[src/rtl/srtd_pkg.sv]
`timescale 1ns / 1ps
// ---------------------------------------------------------------------------
// srtd_pkg
// Types, codes and widths shared by the stream read terminator detector.
// ---------------------------------------------------------------------------
package srtd_pkg;

    localparam int KIND_W     = 2;
    localparam int BYTE_W     = 8;
    localparam int IDX_W      = 16;
    localparam int ST_W       = 2;
    localparam int MODE_W     = 2;
    localparam int LEN_W      = 4;
    localparam int TOKEN_W    = 64;
    localparam int TSEL_W     = 3;
    localparam int CFG_IDX_W  = 3;
    localparam int CFG_DATA_W = 64;

    localparam logic [KIND_W-1:0] KIND_START   = 2'd0;
    localparam logic [KIND_W-1:0] KIND_BYTE    = 2'd1;
    localparam logic [KIND_W-1:0] KIND_TIMEOUT = 2'd2;

    localparam logic [MODE_W-1:0] MODE_EXACT   = 2'd0;
    localparam logic [MODE_W-1:0] MODE_DELIM   = 2'd1;
    localparam logic [MODE_W-1:0] MODE_TOKEN   = 2'd2;
    localparam logic [MODE_W-1:0] MODE_INVALID = 2'd3;

    localparam logic [ST_W-1:0] ST_SUCCESS  = 2'd0;
    localparam logic [ST_W-1:0] ST_TIMEOUT  = 2'd1;
    localparam logic [ST_W-1:0] ST_OVERFLOW = 2'd2;
    localparam logic [ST_W-1:0] ST_INVALID  = 2'd3;

    localparam logic [CFG_IDX_W-1:0] CFG_READ_MODE   = 3'd0;
    localparam logic [CFG_IDX_W-1:0] CFG_DELIMITER   = 3'd1;
    localparam logic [CFG_IDX_W-1:0] CFG_TOKEN_LEN   = 3'd2;
    localparam logic [CFG_IDX_W-1:0] CFG_TOKEN_BYTES = 3'd3;
    localparam logic [CFG_IDX_W-1:0] CFG_CAPACITY    = 3'd4;

    localparam logic [BYTE_W-1:0] DELIM_RESET = 8'd10;

    typedef struct packed {
        logic              build;
        logic              match;
        logic [BYTE_W-1:0] data;
    } t_kmp_req;

    typedef struct packed {
        logic busy;
        logic done;
        logic found;
    } t_kmp_rsp;

    typedef struct packed {
        logic              store_valid;
        logic [IDX_W-1:0]  store_index;
        logic [BYTE_W-1:0] store_byte;
        logic              done_res;
        logic [ST_W-1:0]   status;
        logic [IDX_W-1:0]  byte_count;
        logic              term_seen;
    } t_result;

endpackage

[src/rtl/srtd_in_if.sv]
`timescale 1ns / 1ps
// ---------------------------------------------------------------------------
// srtd_in_if
// Input channel: one beat is a start, a received byte or a timeout.
// ---------------------------------------------------------------------------
interface srtd_in_if;
    import srtd_pkg::*;

    logic              valid;
    logic              ready;
    logic [KIND_W-1:0] kind;
    logic [BYTE_W-1:0] data_byte;

    modport source (output valid, output kind, output data_byte, input ready);
    modport sink   (input valid, input kind, input data_byte, output ready);
endinterface

[src/rtl/srtd_out_if.sv]
`timescale 1ns / 1ps
// ---------------------------------------------------------------------------
// srtd_out_if
// Result channel: one beat per accepted input beat.
// ---------------------------------------------------------------------------
interface srtd_out_if;
    import srtd_pkg::*;

    logic              valid;
    logic              ready;
    logic              store_valid;
    logic [IDX_W-1:0]  store_index;
    logic [BYTE_W-1:0] store_byte;
    logic              done_res;
    logic [ST_W-1:0]   status;
    logic [IDX_W-1:0]  byte_count;
    logic              term_seen;

    modport source (
        output valid, output store_valid, output store_index, output store_byte,
        output done_res, output status, output byte_count, output term_seen,
        input  ready
    );
    modport sink (
        input  valid, input store_valid, input store_index, input store_byte,
        input  done_res, input status, input byte_count, input term_seen,
        output ready
    );
endinterface

[src/rtl/srtd_kmp_unit.sv]
`timescale 1ns / 1ps
// ---------------------------------------------------------------------------
// srtd_kmp_unit
// Failure table build and token match around one shared byte comparator,
// one compare and at most one table access per cycle.
// ---------------------------------------------------------------------------
module srtd_kmp_unit #(
    parameter int MAX_TOKEN = 8
) (
    input  logic                                i_clk,
    input  logic                                i_rst_n,
    input  srtd_pkg::t_kmp_req                  i_req,
    input  logic [srtd_pkg::LEN_W-1:0]          i_tlen,
    input  logic [srtd_pkg::TOKEN_W-1:0]        i_token,
    output srtd_pkg::t_kmp_rsp                  o_rsp
);
    import srtd_pkg::*;

    localparam int IW = (MAX_TOKEN > 1) ? $clog2(MAX_TOKEN) : 1;

    typedef enum logic [1:0] {
        K_IDLE,
        K_BUILD,
        K_MATCH
    } t_kstate;

    t_kstate           r_state;
    logic [LEN_W-1:0]  r_i;
    logic [LEN_W-1:0]  r_len;
    logic [LEN_W-1:0]  r_ml;
    logic [BYTE_W-1:0] r_data;
    logic              r_done;
    logic              r_found;

    logic [LEN_W-1:0]  r_table [MAX_TOKEN];

    logic [TSEL_W-1:0] sel_a;
    logic [BYTE_W-1:0] cmp_a;
    logic [BYTE_W-1:0] cmp_b;
    logic              eq;
    logic [LEN_W-1:0]  fb_idx;
    logic [LEN_W-1:0]  fb_val;
    logic [LEN_W-1:0]  ml_inc;
    logic [LEN_W-1:0]  len_inc;

    logic              t_we;
    logic [IW-1:0]     t_addr;
    logic [LEN_W-1:0]  t_wdata;

    function automatic logic [BYTE_W-1:0] tok_at(logic [TOKEN_W-1:0] t, logic [TSEL_W-1:0] i);
        return t[{i, 3'b000} +: BYTE_W];
    endfunction

    // shared comparator
    always_comb begin
        sel_a   = (r_state == K_BUILD) ? r_i[TSEL_W-1:0] : r_ml[TSEL_W-1:0];
        cmp_a   = tok_at(i_token, sel_a);
        cmp_b   = (r_state == K_MATCH) ? r_data : tok_at(i_token, r_len[TSEL_W-1:0]);
        eq      = (cmp_a == cmp_b);
        fb_idx  = ((r_state == K_BUILD) ? r_len : r_ml) - LEN_W'(1);
        fb_val  = r_table[fb_idx[IW-1:0]];
        ml_inc  = r_ml + LEN_W'(1);
        len_inc = r_len + LEN_W'(1);
    end

    always_comb begin
        t_we    = 1'b0;
        t_addr  = r_i[IW-1:0];
        t_wdata = '0;
        if (r_state == K_IDLE && i_req.build) begin
            t_we   = 1'b1;
            t_addr = '0;
        end else if (r_state == K_BUILD && r_i < i_tlen) begin
            if (eq) begin
                t_we    = 1'b1;
                t_wdata = len_inc;
            end else if (r_len == '0) begin
                t_we = 1'b1;
            end
        end
    end

    always_ff @(posedge i_clk) begin
        if (t_we) begin
            r_table[t_addr] <= t_wdata;
        end
    end

    always_ff @(posedge i_clk) begin
        if (!i_rst_n) begin
            r_state <= K_IDLE;
            r_i     <= '0;
            r_len   <= '0;
            r_ml    <= '0;
            r_done  <= 1'b0;
            r_found <= 1'b0;
        end else begin
            r_done <= 1'b0;
            unique case (r_state)
                K_IDLE: begin
                    if (i_req.build) begin
                        r_i     <= LEN_W'(1);
                        r_len   <= '0;
                        r_ml    <= '0;
                        r_state <= K_BUILD;
                    end else if (i_req.match) begin
                        r_data  <= i_req.data;
                        r_state <= K_MATCH;
                    end
                end
                K_BUILD: begin
                    if (r_i >= i_tlen) begin
                        r_done  <= 1'b1;
                        r_found <= 1'b0;
                        r_state <= K_IDLE;
                    end else if (eq) begin
                        r_len <= len_inc;
                        r_i   <= r_i + LEN_W'(1);
                    end else if (r_len != '0) begin
                        r_len <= fb_val;
                    end else begin
                        r_i <= r_i + LEN_W'(1);
                    end
                end
                K_MATCH: begin
                    if (r_ml != '0 && !eq) begin
                        r_ml <= fb_val;
                    end else begin
                        r_ml    <= eq ? ml_inc : r_ml;
                        r_found <= ((eq ? ml_inc : r_ml) >= i_tlen);
                        r_done  <= 1'b1;
                        r_state <= K_IDLE;
                    end
                end
                default: r_state <= K_IDLE;
            endcase
        end
    end

    assign o_rsp.busy  = (r_state != K_IDLE);
    assign o_rsp.done  = r_done;
    assign o_rsp.found = r_found;

endmodule

[src/rtl/stream_read_terminator_detector.sv]
`timescale 1ns / 1ps
// ---------------------------------------------------------------------------
// stream_read_terminator_detector
// Read control for exact, delimiter and token terminated reads.
//
//   channel   dir   beat                               handshake
//   i_in      in    kind, data_byte                    valid/ready
//   o_out     out   store, done, status, count, found  valid/ready
//   i_cfg_*   in    register index, data               write enable only
//
// Timeout, exact or delimiter byte beats and starts that build no table go
// straight to the output state; a token byte beat waits in the KMP state for
// the match with its failure fallbacks, a token start for the table build.
// Reset is synchronous; no clearing pass, the failure table is written at start.
// A stalled output holds the block in its output state; a new beat is taken
// while the last result still waits.
// ---------------------------------------------------------------------------
module stream_read_terminator_detector #(
    parameter int MAX_TOKEN = 8
) (
    input  logic                             i_clk,
    input  logic                             i_rst_n,
    srtd_in_if.sink                          i_in,
    srtd_out_if.source                       o_out,
    input  logic                             i_cfg_we,
    input  logic [srtd_pkg::CFG_IDX_W-1:0]   i_cfg_idx,
    input  logic [srtd_pkg::CFG_DATA_W-1:0]  i_cfg_data
);
    import srtd_pkg::*;

    typedef enum logic [1:0] {
        S_IDLE,
        S_KMP,
        S_OUT
    } t_state;

    t_state            r_state;

    logic [MODE_W-1:0]  r_cfg_mode;
    logic [BYTE_W-1:0]  r_cfg_delim;
    logic [LEN_W-1:0]   r_cfg_tlen;
    logic [TOKEN_W-1:0] r_cfg_token;
    logic [IDX_W-1:0]   r_cfg_cap;

    logic [MODE_W-1:0]  r_h_mode;
    logic [BYTE_W-1:0]  r_h_delim;
    logic [LEN_W-1:0]   r_h_tlen;
    logic [TOKEN_W-1:0] r_h_token;
    logic [IDX_W-1:0]   r_h_cap;

    logic               r_active;
    logic [IDX_W-1:0]   r_pos;
    logic               r_kmp_match;
    t_result            r_res;
    t_result            r_out;
    logic               r_out_valid;

    t_result            n_res;
    logic [IDX_W-1:0]   n_pos;
    logic               n_active;
    logic               n_build;
    logic               n_match;
    logic [IDX_W:0]     pos_inc;
    logic               in_fire;

    t_kmp_req           kmp_req;
    t_kmp_rsp           kmp_rsp;

    assign in_fire    = i_in.valid && i_in.ready;
    assign i_in.ready = (r_state == S_IDLE);
    assign pos_inc    = {1'b0, r_pos} + (IDX_W+1)'(1);

    always_comb begin
        n_res            = '0;
        n_res.byte_count = (r_h_mode == MODE_TOKEN) ? '0 : r_pos;
        n_pos            = r_pos;
        n_active         = r_active;
        n_build          = 1'b0;
        n_match          = 1'b0;
        case (i_in.kind)
            KIND_START: begin
                n_pos            = '0;
                n_active         = 1'b0;
                n_res.byte_count = '0;
                if (r_cfg_cap == '0) begin
                    n_res.done_res = 1'b1;
                    n_res.status   = ST_SUCCESS;
                end else if (r_cfg_mode == MODE_INVALID) begin
                    n_res.done_res = 1'b1;
                    n_res.status   = ST_INVALID;
                end else if (r_cfg_mode == MODE_DELIM && r_cfg_cap < IDX_W'(2)) begin
                    n_res.done_res = 1'b1;
                    n_res.status   = ST_INVALID;
                end else if (r_cfg_mode == MODE_TOKEN &&
                             (r_cfg_tlen == '0 || r_cfg_tlen > LEN_W'(MAX_TOKEN))) begin
                    n_res.done_res = 1'b1;
                    n_res.status   = ST_INVALID;
                end else begin
                    n_active = 1'b1;
                    n_build  = (r_cfg_mode == MODE_TOKEN);
                end
            end
            KIND_BYTE: begin
                if (r_active) begin
                    case (r_h_mode)
                        MODE_EXACT: begin
                            n_res.store_valid = 1'b1;
                            n_res.store_index = r_pos;
                            n_res.store_byte  = i_in.data_byte;
                            n_pos             = pos_inc[IDX_W-1:0];
                            n_res.byte_count  = pos_inc[IDX_W-1:0];
                            if (pos_inc >= {1'b0, r_h_cap}) begin
                                n_res.done_res = 1'b1;
                                n_res.status   = ST_SUCCESS;
                                n_active       = 1'b0;
                            end
                        end
                        MODE_DELIM: begin
                            n_res.store_valid = 1'b1;
                            n_res.store_index = r_pos;
                            if (i_in.data_byte == r_h_delim) begin
                                n_res.store_byte = '0;
                                n_res.done_res   = 1'b1;
                                n_res.status     = ST_SUCCESS;
                                n_res.term_seen  = 1'b1;
                                n_active         = 1'b0;
                            end else begin
                                n_res.store_byte = i_in.data_byte;
                                n_pos            = pos_inc[IDX_W-1:0];
                                n_res.byte_count = pos_inc[IDX_W-1:0];
                                if (pos_inc >= {1'b0, r_h_cap} - (IDX_W+1)'(1)) begin
                                    n_res.done_res = 1'b1;
                                    n_res.status   = ST_OVERFLOW;
                                    n_active       = 1'b0;
                                end
                            end
                        end
                        default: n_match = 1'b1;
                    endcase
                end
            end
            KIND_TIMEOUT: begin
                if (r_active) begin
                    n_res.done_res = 1'b1;
                    n_res.status   = ST_TIMEOUT;
                    n_active       = 1'b0;
                end
            end
            default: ;
        endcase
    end

    assign kmp_req.build = in_fire && n_build;
    assign kmp_req.match = in_fire && n_match;
    assign kmp_req.data  = i_in.data_byte;

    srtd_kmp_unit #(
        .MAX_TOKEN (MAX_TOKEN)
    ) u_kmp (
        .i_clk   (i_clk),
        .i_rst_n (i_rst_n),
        .i_req   (kmp_req),
        .i_tlen  (r_h_tlen),
        .i_token (r_h_token),
        .o_rsp   (kmp_rsp)
    );

    always_ff @(posedge i_clk) begin
        if (!i_rst_n) begin
            r_state     <= S_IDLE;
            r_cfg_mode  <= MODE_EXACT;
            r_cfg_delim <= DELIM_RESET;
            r_cfg_tlen  <= '0;
            r_cfg_token <= '0;
            r_cfg_cap   <= '0;
            r_h_mode    <= MODE_EXACT;
            r_h_delim   <= '0;
            r_h_tlen    <= '0;
            r_h_token   <= '0;
            r_h_cap     <= '0;
            r_active    <= 1'b0;
            r_pos       <= '0;
            r_kmp_match <= 1'b0;
            r_out_valid <= 1'b0;
        end else begin
            if (i_cfg_we) begin
                case (i_cfg_idx)
                    CFG_READ_MODE:   r_cfg_mode  <= i_cfg_data[MODE_W-1:0];
                    CFG_DELIMITER:   r_cfg_delim <= i_cfg_data[BYTE_W-1:0];
                    CFG_TOKEN_LEN:   r_cfg_tlen  <= i_cfg_data[LEN_W-1:0];
                    CFG_TOKEN_BYTES: r_cfg_token <= i_cfg_data[TOKEN_W-1:0];
                    CFG_CAPACITY:    r_cfg_cap   <= i_cfg_data[IDX_W-1:0];
                    default: ;
                endcase
            end

            if (r_out_valid && o_out.ready && r_state != S_OUT) begin
                r_out_valid <= 1'b0;
            end

            unique case (r_state)
                S_IDLE: begin
                    if (in_fire) begin
                        r_res    <= n_res;
                        r_pos    <= n_pos;
                        r_active <= n_active;
                        if (i_in.kind == KIND_START) begin
                            r_h_mode  <= r_cfg_mode;
                            r_h_delim <= r_cfg_delim;
                            r_h_tlen  <= r_cfg_tlen;
                            r_h_token <= r_cfg_token;
                            r_h_cap   <= r_cfg_cap;
                        end
                        r_kmp_match <= n_match;
                        r_state     <= (n_build || n_match) ? S_KMP : S_OUT;
                    end
                end
                S_KMP: begin
                    if (kmp_rsp.done) begin
                        if (r_kmp_match) begin
                            r_res.done_res  <= kmp_rsp.found;
                            r_res.term_seen <= kmp_rsp.found;
                            r_active        <= !kmp_rsp.found;
                        end
                        r_state <= S_OUT;
                    end
                end
                S_OUT: begin
                    if (!r_out_valid || o_out.ready) begin
                        r_out       <= r_res;
                        r_out_valid <= 1'b1;
                        r_state     <= S_IDLE;
                    end
                end
                default: r_state <= S_IDLE;
            endcase
        end
    end

    assign o_out.valid       = r_out_valid;
    assign o_out.store_valid = r_out.store_valid;
    assign o_out.store_index = r_out.store_index;
    assign o_out.store_byte  = r_out.store_byte;
    assign o_out.done_res    = r_out.done_res;
    assign o_out.status      = r_out.status;
    assign o_out.byte_count  = r_out.byte_count;
    assign o_out.term_seen   = r_out.term_seen;

    a_ready_kmp_idle: assert property (@(posedge i_clk) disable iff (!i_rst_n)
        i_in.ready |-> !kmp_rsp.busy)
        else $error("input ready while KMP unit busy");

    a_kmp_done_out: assert property (@(posedge i_clk) disable iff (!i_rst_n)
        (r_state == S_KMP && kmp_rsp.done) |=> (r_state == S_OUT))
        else $error("KMP completion not forwarded to output");

    a_timeout_clean: assert property (@(posedge i_clk) disable iff (!i_rst_n)
        (o_out.valid && o_out.done_res && o_out.status == ST_TIMEOUT)
            |-> (!o_out.store_valid && !o_out.term_seen))
        else $error("timeout result carries a store or terminator");

endmodule
[src/flat_wrapper.sv]
// flat-port wrapper written by rule: the top's interface ports become plain ports
module stream_read_terminator_detector_flat import srtd_pkg::*;
#(
    parameter int MAX_TOKEN = 8
)
  (i_clk, i_rst_n, i_cfg_we, i_cfg_idx, i_cfg_data, i_in_valid, i_in_kind, i_in_data_byte, i_in_ready, o_out_valid, o_out_store_valid, o_out_store_index, o_out_store_byte, o_out_done_res, o_out_status, o_out_byte_count, o_out_term_seen, o_out_ready);
  srtd_in_if i_in_i ();
  srtd_out_if o_out_i ();
  input  logic i_clk;
  input  logic i_rst_n;
  input  logic i_cfg_we;
  input  logic [srtd_pkg::CFG_IDX_W-1:0] i_cfg_idx;
  input  logic [srtd_pkg::CFG_DATA_W-1:0] i_cfg_data;
  input wire logic [$bits(i_in_i.valid)-1:0] i_in_valid;
  input wire logic [$bits(i_in_i.kind)-1:0] i_in_kind;
  input wire logic [$bits(i_in_i.data_byte)-1:0] i_in_data_byte;
  output wire logic [$bits(i_in_i.ready)-1:0] i_in_ready;
  output wire logic [$bits(o_out_i.valid)-1:0] o_out_valid;
  output wire logic [$bits(o_out_i.store_valid)-1:0] o_out_store_valid;
  output wire logic [$bits(o_out_i.store_index)-1:0] o_out_store_index;
  output wire logic [$bits(o_out_i.store_byte)-1:0] o_out_store_byte;
  output wire logic [$bits(o_out_i.done_res)-1:0] o_out_done_res;
  output wire logic [$bits(o_out_i.status)-1:0] o_out_status;
  output wire logic [$bits(o_out_i.byte_count)-1:0] o_out_byte_count;
  output wire logic [$bits(o_out_i.term_seen)-1:0] o_out_term_seen;
  input wire logic [$bits(o_out_i.ready)-1:0] o_out_ready;
  assign i_in_i.valid = i_in_valid;
  assign i_in_i.kind = i_in_kind;
  assign i_in_i.data_byte = i_in_data_byte;
  assign i_in_ready = i_in_i.ready;
  assign o_out_valid = o_out_i.valid;
  assign o_out_store_valid = o_out_i.store_valid;
  assign o_out_store_index = o_out_i.store_index;
  assign o_out_store_byte = o_out_i.store_byte;
  assign o_out_done_res = o_out_i.done_res;
  assign o_out_status = o_out_i.status;
  assign o_out_byte_count = o_out_i.byte_count;
  assign o_out_term_seen = o_out_i.term_seen;
  assign o_out_i.ready = o_out_ready;
  stream_read_terminator_detector #(.MAX_TOKEN(MAX_TOKEN)) u_core (.i_clk(i_clk), .i_rst_n(i_rst_n), .i_in(i_in_i), .o_out(o_out_i), .i_cfg_we(i_cfg_we), .i_cfg_idx(i_cfg_idx), .i_cfg_data(i_cfg_data));
endmodule
[config.mk]
export PLATFORM = sky130hd
export DESIGN_NAME = stream_read_terminator_detector_flat
export DESIGN_NICKNAME = d
export VERILOG_FILES = /design/src/rtl/srtd_pkg.sv /design/src/rtl/srtd_in_if.sv /design/src/rtl/srtd_out_if.sv /design/src/rtl/srtd_kmp_unit.sv /design/src/rtl/stream_read_terminator_detector.sv /design/src/flat_wrapper.sv
export SDC_FILE = /design/constraint.sdc
export NUM_CORES = 1
export LEC_CHECK = 0
export ABC_AREA = 1
export BUFFER_PORTS_ARGS = -buffer_cell sky130_fd_sc_hd__buf_2
export CORE_MARGIN = 1.5
export CORE_UTILIZATION = 55
export DETAILED_ROUTE_END_ITERATION = 7
export GPL_TIMING_DRIVEN = 1
export PLACE_DENSITY = 0.81
export SKIP_CTS_REPAIR_TIMING = 1
export SLEW_MARGIN = 0
export SYNTH_ARGS = -nofsm -noshare
export SYNTH_HDL_FRONTEND = slang
export SYNTH_SLANG_ARGS = --single-unit
[constraint.sdc]
create_clock -name i_clk -period 9.5 [get_ports i_clk]
set_clock_uncertainty 0.1 [all_clocks]
set_input_delay 0.475 -clock i_clk [delete_from_list [all_inputs] [get_ports i_clk]]
set_output_delay 0.475 -clock i_clk [all_outputs]
set_load 0.05 [all_outputs]
==> impl_metrics.json, run 1 <==
{
  "ys.flop_type": "dfxtp_1",
  "drive_above_1_share_pct": 10.3,
  "antenna_found_initial": 0,
  "overflow": 0,
  "fmax_mhz": 232,
  "netlist_instances": 2117,
  "max_cap_viol_count": 0,
  "area_growth_pct": 11.8,
  "critPathMaxFanout": 40,
  "cts.path.max_buffers": 3,
  "wl_mm": 41.9,
  "rsz0062_at_grt": "no",
  "path_class": "flop to flop",
  "synth_warnings": 0,
  "cp.arrival_ns": 4.61,
  "yosysMostFrequentCell": "nand2_1",
  "hp-start": "i_in_data_byte[2]",
  "setup_viol": 0,
  "grt_pass1_wl_mm": 66.1,
  "cts_buffers": 36,
  "drt.antenna.violating_nets": 0,
  "drtPass1Iterations": 6,
  "boundaryPins": 129,
  "viasPerCell": 5.54,
  "avgSynthCellArea_um2": 8.00,
  "period_share_pct": 45.3,
  "synth_cell_types": 44,
  "start_util_pct": 55.7,
  "synth_area_mm2": 0.0169,
  "path_cells": "buf_4 -> inv_1 -> nand2_1 -> nand3_1 -> nand3_1 -> nand3_1 -> nand2_1 -> inv_1 -> nand2_1 -> nand2_1 -> nand2_1 -> nor2_4 -> nand2_4 -> o21ai_1 -> inv_1 -> ha_1 -> a21boi_0 -> o21a_1 -> o21a_1 -> o21ai_0 -> nand3_1 -> nand2_1 -> nor2_1",
  "reg2reg_from": "u_core.u_kmp.r_len[0]$_SDFFE_PN0P_",
  "setup_tns_ns": 0,
  "die_h_um": 179,
  "power.density_mw_per_mm2": 188,
  "grt_pass1_vias": 13100,
  "syn-num-nets": 2255,
  "clk_latency_ns": 0.52,
  "die_area_mm2": 0.0319,
  "nNetsFinal": 2325,
  "clock-sinks": 355,
  "crit_top_cell": "nand2_1",
  "r2r_cells": 23,
  "synth-seq-area-share_pct": 49.6,
  "period_minus_slack_ns": 4.31,
  "r2r-end": "u_core.u_kmp.r_found$_SDFFE_PN0P_",
  "max_stage_delay_ns": 0.87,
  "power_mw": 3.55,
  "worst_setup_path_end_kind": "flop",
  "power_leakage_nw": 7.66,
  "io_buffers": 128,
  "cts_htree_levels": 2,
  "worstPathRequired_ns": 9.80,
  "grt_usage_pct": 26.1,
  "relSlewSlack_pct": 22.8,
  "antenna_cells": 0,
  "cts.clk_slew.worst_paths_ns": 0.06,
  "netlist.area_leader.share_pct": 26.6,
  "synth_edf_count": 130,
  "r2r_slack_ns": 5.19,
  "asyncSetResetFlopFracSynth_pct": 0,
  "whs_path_depth": 1,
  "drcViolationCount": 0,
  "cpMaxStageDelayCell": "inv_1",
  "vdd_ir_drop_max_mv": 0.166,
  "hold_class": "input port to flop",
  "worst_pin_slew_ns": 1.16,
  "hold_violations": 0,
  "dieWidth_um": 179,
  "core_area_mm2": 0.0304,
  "hold_path_end": "u_core.u_kmp.r_data[2]$_DFFE_PP_",
  "root_buffer": "clkbuf_16",
  "drtIter0Drc": 1354,
  "synthTopCellsByArea": "dfxtp_1 27%, edfxtp_1 23%, nand2_1 8.7%",
  "synth.largest_area_cell": "dfxtp_1",
  "hpwl_mm": 29.8,
  "vias": 14400,
  "critPathLaunchType": "flop",
  "critPathLaunch": "u_core.u_kmp.r_len[0]$_SDFFE_PN0P_",
  "fillCellCount": 2646,
  "grt_max_degree": 129,
  "row_count": 64,
  "status": "complete, no violations",
  "gp_congestion": 0.944,
  "slew_violations": 0,
  "wl_per_cell_um": 16.1,
  "synth_commonest_cells": "392 x nand2_1, 266 x inv_1, 237 x o21ai_0",
  "cts_tree": "done",
  "synth_seq_cells": 355
}
==> worst max path at each step <==
| stage | end | slack, ns | depth (start not counted) |
|---|---|---|---|
| detailed placement | u_core.u_kmp.r_found$_SDFFE_PN0P_ | 5.31 | 23 |
| floorplan | u_core.o_out.byte_count[0]$_DFFE_PP_ | 3.80 | 3 |
| CTS | u_core.u_kmp.r_found$_SDFFE_PN0P_ | 5.29 | 23 |
| finish | u_core.u_kmp.r_found$_SDFFE_PN0P_ | 5.19 | 23 |
| global placement | u_core.u_kmp.r_found$_SDFFE_PN0P_ | 5.30 | 23 |
| global route | u_core.u_kmp.r_found$_SDFFE_PN0P_ | 4.87 | 23 |
==> sequential cells by signal, indices dropped and copies added, names as in the netlist, 4 cells and up <==
signal	flops
u_core.u_kmp.r_table	32
u_core.r_h_tlen	4
u_core.r_h_token	64
u_core.o_out.store_index	16
u_core.u_kmp.r_len	4
u_core.r_cfg_cap	16
u_core.r_res	45
u_core.u_kmp.r_data	8
u_core.r_pos	16
u_core.u_kmp.r_i	4
u_core.u_kmp.r_ml	4
u_core.r_cfg_token	64
u_core.o_out.byte_count	16
u_core.r_cfg_delim	8
u_core.r_cfg_tlen	4
u_core.o_out.store_byte	8
u_core.r_h_cap	16
u_core.r_h_delim	8
==> power by group <==
part,switching [mW],internal [mW]
clock network,0.567,0.882
logic,0.307,0.139
registers,0.0314,1.63
==> metal layers <==
| metal | track usage (%) | wire length [um] |
|---|---|---|
| met1 | 34.5 | 18200 |
| met2 | 42.3 | 19500 |
| met3 | 4.13 | 2800 |
| met4 | 10.9 | 1470 |
| met5 | 0 | 0 |
==> cells in the final DEF, fill, tap and decap left out, types with 6 or more instances in the layout <==
cell	synthesis	layout
ha_1	56	56
buf_2	9	127
buf_4	3	8
o221ai_1	12	12
clkbuf_8	0	9
o21ai_0	237	237
xor2_1	30	30
nand2_1	392	391
nor3_1	21	21
inv_1	266	266
nand4_1	25	25
nor2_1	156	155
or2_2	11	11
nand2_2	6	6
o21a_1	6	6
clkbuf_16	0	40
nand3_1	176	175
edfxtp_1	130	130
dfxtp_1	225	225
a21oi_1	213	213
==> logic make-up after synthesis <==
group	after synthesis	synth area share, %
DFF	355	49.6
adders and majority gates	56	4.13
and+or+nand+nor	809	20.6
xor gates and xnor gates	33	1.71
AOI/OAI and AO/OA	490	15.2
buffers and inverters	374	8.74
==> through the flow <==
stage	hold WS [ns]	instance area [um^2]	std cells	setup WS, ns	util (%)
detailed placement	0.305	17700	2545	5.31	58.2
finish	0.0814	18900	2606	5.19	62.2
floorplan	0.300	16900	2117	3.80	-
global placement	0.301	17700	2545	5.30	58.2
CTS	0.0783	18900	2606	5.29	62.2
global route	0.0821	18900	2606	4.87	62.2
==> cell type report <==
class	count	area [um^2]	share of cell area, %
Timing Repair Buffer	135	696	3.67
Sequential cell	355	8410	44.4
Clock buffer	53	1140	6.02
Multi-Input combinational cell	1388	7090	37.4
Clock inverter	8	88.8	0.469
Inverter	271	1020	5.38
Tap cell	396	495	2.62
==> critical path: cells and delay by family, from the launching register on <==
family,cells,cell delay [ns]
AO/OA/AOI/OAI,5,0.80
AND/OR/NAND/NOR,13,1.44
flip-flops,1,0.29
adder cells (fa/ha/maj),1,0.26
buffers and inverters,4,1.27
Power figures use the tool's default switching activity.
==> inputs of run 2 (changes only) <==
==> constraint.sdc (replaced) <==
create_clock -name i_clk -period 4.3 [get_ports i_clk]
set_clock_uncertainty 0.1 [all_clocks]
set_input_delay 0.215 -clock i_clk [delete_from_list [all_inputs] [get_ports i_clk]]
set_output_delay 0.215 -clock i_clk [all_outputs]
set_load 0.05 [all_outputs]
==> run 2 against run 1 <==
The flow now finishes with violations (hold timing). Critical endpoint unchanged. Maximum frequency is 8.6% higher. Worst hold slack worse by 0.086 ns. Cell count is 3.8% higher.
==> impl_metrics.json, run 2 (same netlist as run 1, synthesis figures left out) <==
{
  "setup_viol": 0,
  "gp_congestion": 0.912,
  "die_h_um": 179,
  "cts_htree_levels": 2,
  "p_int_mw": 5.84,
  "nNetsFinal": 2419,
  "power_frac_seq_pct": 45.9,
  "antenna_found_initial": 2,
  "setup_tns_ns": 0,
  "r2r_cells": 24,
  "pre_cts_ws_ns": 0.265,
  "drtPass1Iterations": 6,
  "path_class": "flop to flop",
  "rsz0062_at_grt": "no",
  "worst_setup_path_end_kind": "flop",
  "clockPowerShare_pct": 40.7,
  "fillCellCount": 2452,
  "vdd_ir_drop_max_mv": 0.278,
  "violations": "hold timing",
  "viasPerCell": 5.53,
  "clk_latency_ns": 0.52,
  "r2r-end": "u_core.u_kmp.r_found$_SDFFE_PN0P_",
  "timing.hold.ws_ns": -0.00470,
  "cts_buffers": 37,
  "grt_max_degree": 102,
  "io_buffers": 128,
  "boundaryPins": 129,
  "layout_common_cells": "391 x nand2_1, 265 x inv_1, 237 x o21ai_0",
  "clock-sinks": 355,
  "crit_end": "u_core.u_kmp.r_found$_SDFFE_PN0P_",
  "grt_usage_pct": 26.8,
  "wl_mm": 45.0,
  "dieWidth_um": 179,
  "drcViolationCount": 0,
  "grt_pass1_vias": 13600,
  "start_util_pct": 55.7,
  "cts.clk_slew.worst_paths_ns": 0.07,
  "core_area_mm2": 0.0304,
  "hp-start": "i_cfg_data[15]",
  "worst_pin_slew_ns": 0.987,
  "fmax_mhz": 252,
  "combPwrFrac_pct": 13.4,
  "power.density_mw_per_mm2": 401,
  "critPathLaunch": "u_core.u_kmp.r_state[1]$_SDFFE_PN0P_",
  "relSlewSlack_pct": 33.9,
  "power_leakage_nw": 8.08,
  "drtIter0Drc": 1280,
  "die_area_mm2": 0.0319,
  "period_share_pct": 92.2,
  "max_cap_viol_count": 0,
  "cts_tree": "done",
  "slew_violations": 0,
  "hpwl_mm": 30.9,
  "root_buffer": "clkbuf_16",
  "vias": 15000,
  "hold_class": "input port to flop",
  "period_minus_slack_ns": 3.96,
  "overflow": 0,
  "wl_per_cell_um": 16.6,
  "final_common_cell": "nand2_1",
  "drt.antenna.violating_nets": 0,
  "fin_ws_ns": 0.336,
  "grt_pass1_wl_mm": 67.6,
  "worstPathRequired_ns": 4.62,
  "power.switching_mw": 2.13,
  "reg2reg_from": "u_core.u_kmp.r_state[1]$_SDFFE_PN0P_",
  "r2r_slack_ns": 0.34,
  "hold_violations": 1,
  "row_count": 64,
  "status": "finished with violations",
  "cp.arrival_ns": 4.29,
  "antenna_cells": 0,
  "cts.path.max_buffers": 3,
  "netSwitchingFraction_pct": 26.7,
  "critPathLaunchType": "flop",
  "largestRegisters": "u_core.r_cfg_token x64, u_core.r_h_token x64, u_core.r_res x45",
  "critPathMaxFanout": 28,
  "area_growth_pct": 17.2,
  "drive_above_1_share_pct": 11.0
}
-- run 2: cell count changes in the layout (fill, tap and decap cells not counted), sizes merged --
| cell | previous run | this run |
|---|---|---|
| clkinv | 6 | 12 |
| dlygate4sd3 | 0 | 72 |
| buf | 135 | 156 |
| clkinvlp | 1 | 2 |
| inv | 270 | 272 |
| clkbuf | 53 | 51 |
-- run 2: stage by stage --
stage | util (%) | instance area [um^2] | power (mW) | cells | hold slack (ns)
2_1_floorplan | - | 17000 | 4.44 | 2117 | 0.214
3_3_place_gp | 58.7 | 17900 | 4.69 | 2563 | 0.301
3_5_place_dp | 58.7 | 17900 | 4.72 | 2563 | 0.305
4_1_cts | 62.7 | 19100 | 7.91 | 2631 | -0.188
5_1_grt | 65.3 | 19900 | 8.26 | 2706 | 0.0106
6_report | 65.3 | 19900 | 7.97 | 2706 | -0.00470
-- run 2: final cells by class --
class	count	area, um^2	share of cell area (%)
clock inverter	17	151	0.762
sequential	355	8410	42.3
timing repair buffer	228	1610	8.11
clock buffer	51	1070	5.39
inverter	271	1020	5.15
multi-input combinational	1388	7110	35.8
tap	396	495	2.49
-- run 2: worst min-delay path by stage --
stage / cells past startpoint / slack [ns] / to
final: 3 / -0.005 / u_core.r_cfg_token[15]$_SDFFE_PN0P_
after global routing: 3 / 0.01 / u_core.r_cfg_token[15]$_SDFFE_PN0P_
after CTS: 1 / -0.19 / u_core.u_kmp.r_data[0]$_DFFE_PP_
after detailed placement: 0 / 0.30 / u_core.o_out.byte_count[0]$_DFFE_PP_
after global placement: 0 / 0.30 / u_core.o_out.store_index[14]$_DFFE_PP_
after floorplan: 0 / 0.21 / u_core.u_kmp.r_data[0]$_DFFE_PP_
-- run 2: power groups by stage --
stage / Sequential, mW / Clock, mW / Combinational, mW
3_3_place_gp: 3.72 / 0 / 0.967
3_5_place_dp: 3.73 / 0 / 0.990
4_1_cts: 3.65 / 3.26 / 1.00
2_1_floorplan: 3.77 / 0 / 0.678
6_report: 3.65 / 3.24 / 1.07
5_1_grt: 3.67 / 3.40 / 1.19
-- run 2: layer usage --
layer	GRT usage [%]	routed length, um	up-vias
met5	0	13	-
met2	46.3	21700	540
met1	34.3	18800	6955
li1	-	-	7354
met4	10.1	1490	2
met3	3.39	2910	115
-- run 2: critical path: stages (launching register included) --
cell and delay (ns):
dfxtp_1 0.35, inv_1 0.07, ha_1 0.29, inv_4 0.24, nand2_2 0.12, nand2_4 0.31
nand2_1 0.09, nand3_1 0.13, nand2_1 0.07, nand2_1 0.08, nand3_1 0.08, nand2_1 0.07
nand2_1 0.08, nor2_4 0.22, nand2_4 0.16, o21ai_1 0.22, inv_1 0.07, ha_1 0.26
a21boi_0 0.12, o21a_1 0.18, o21a_1 0.18, o21ai_0 0.16, nand3_1 0.10, nand2_1 0.06
nor2_1 0.05
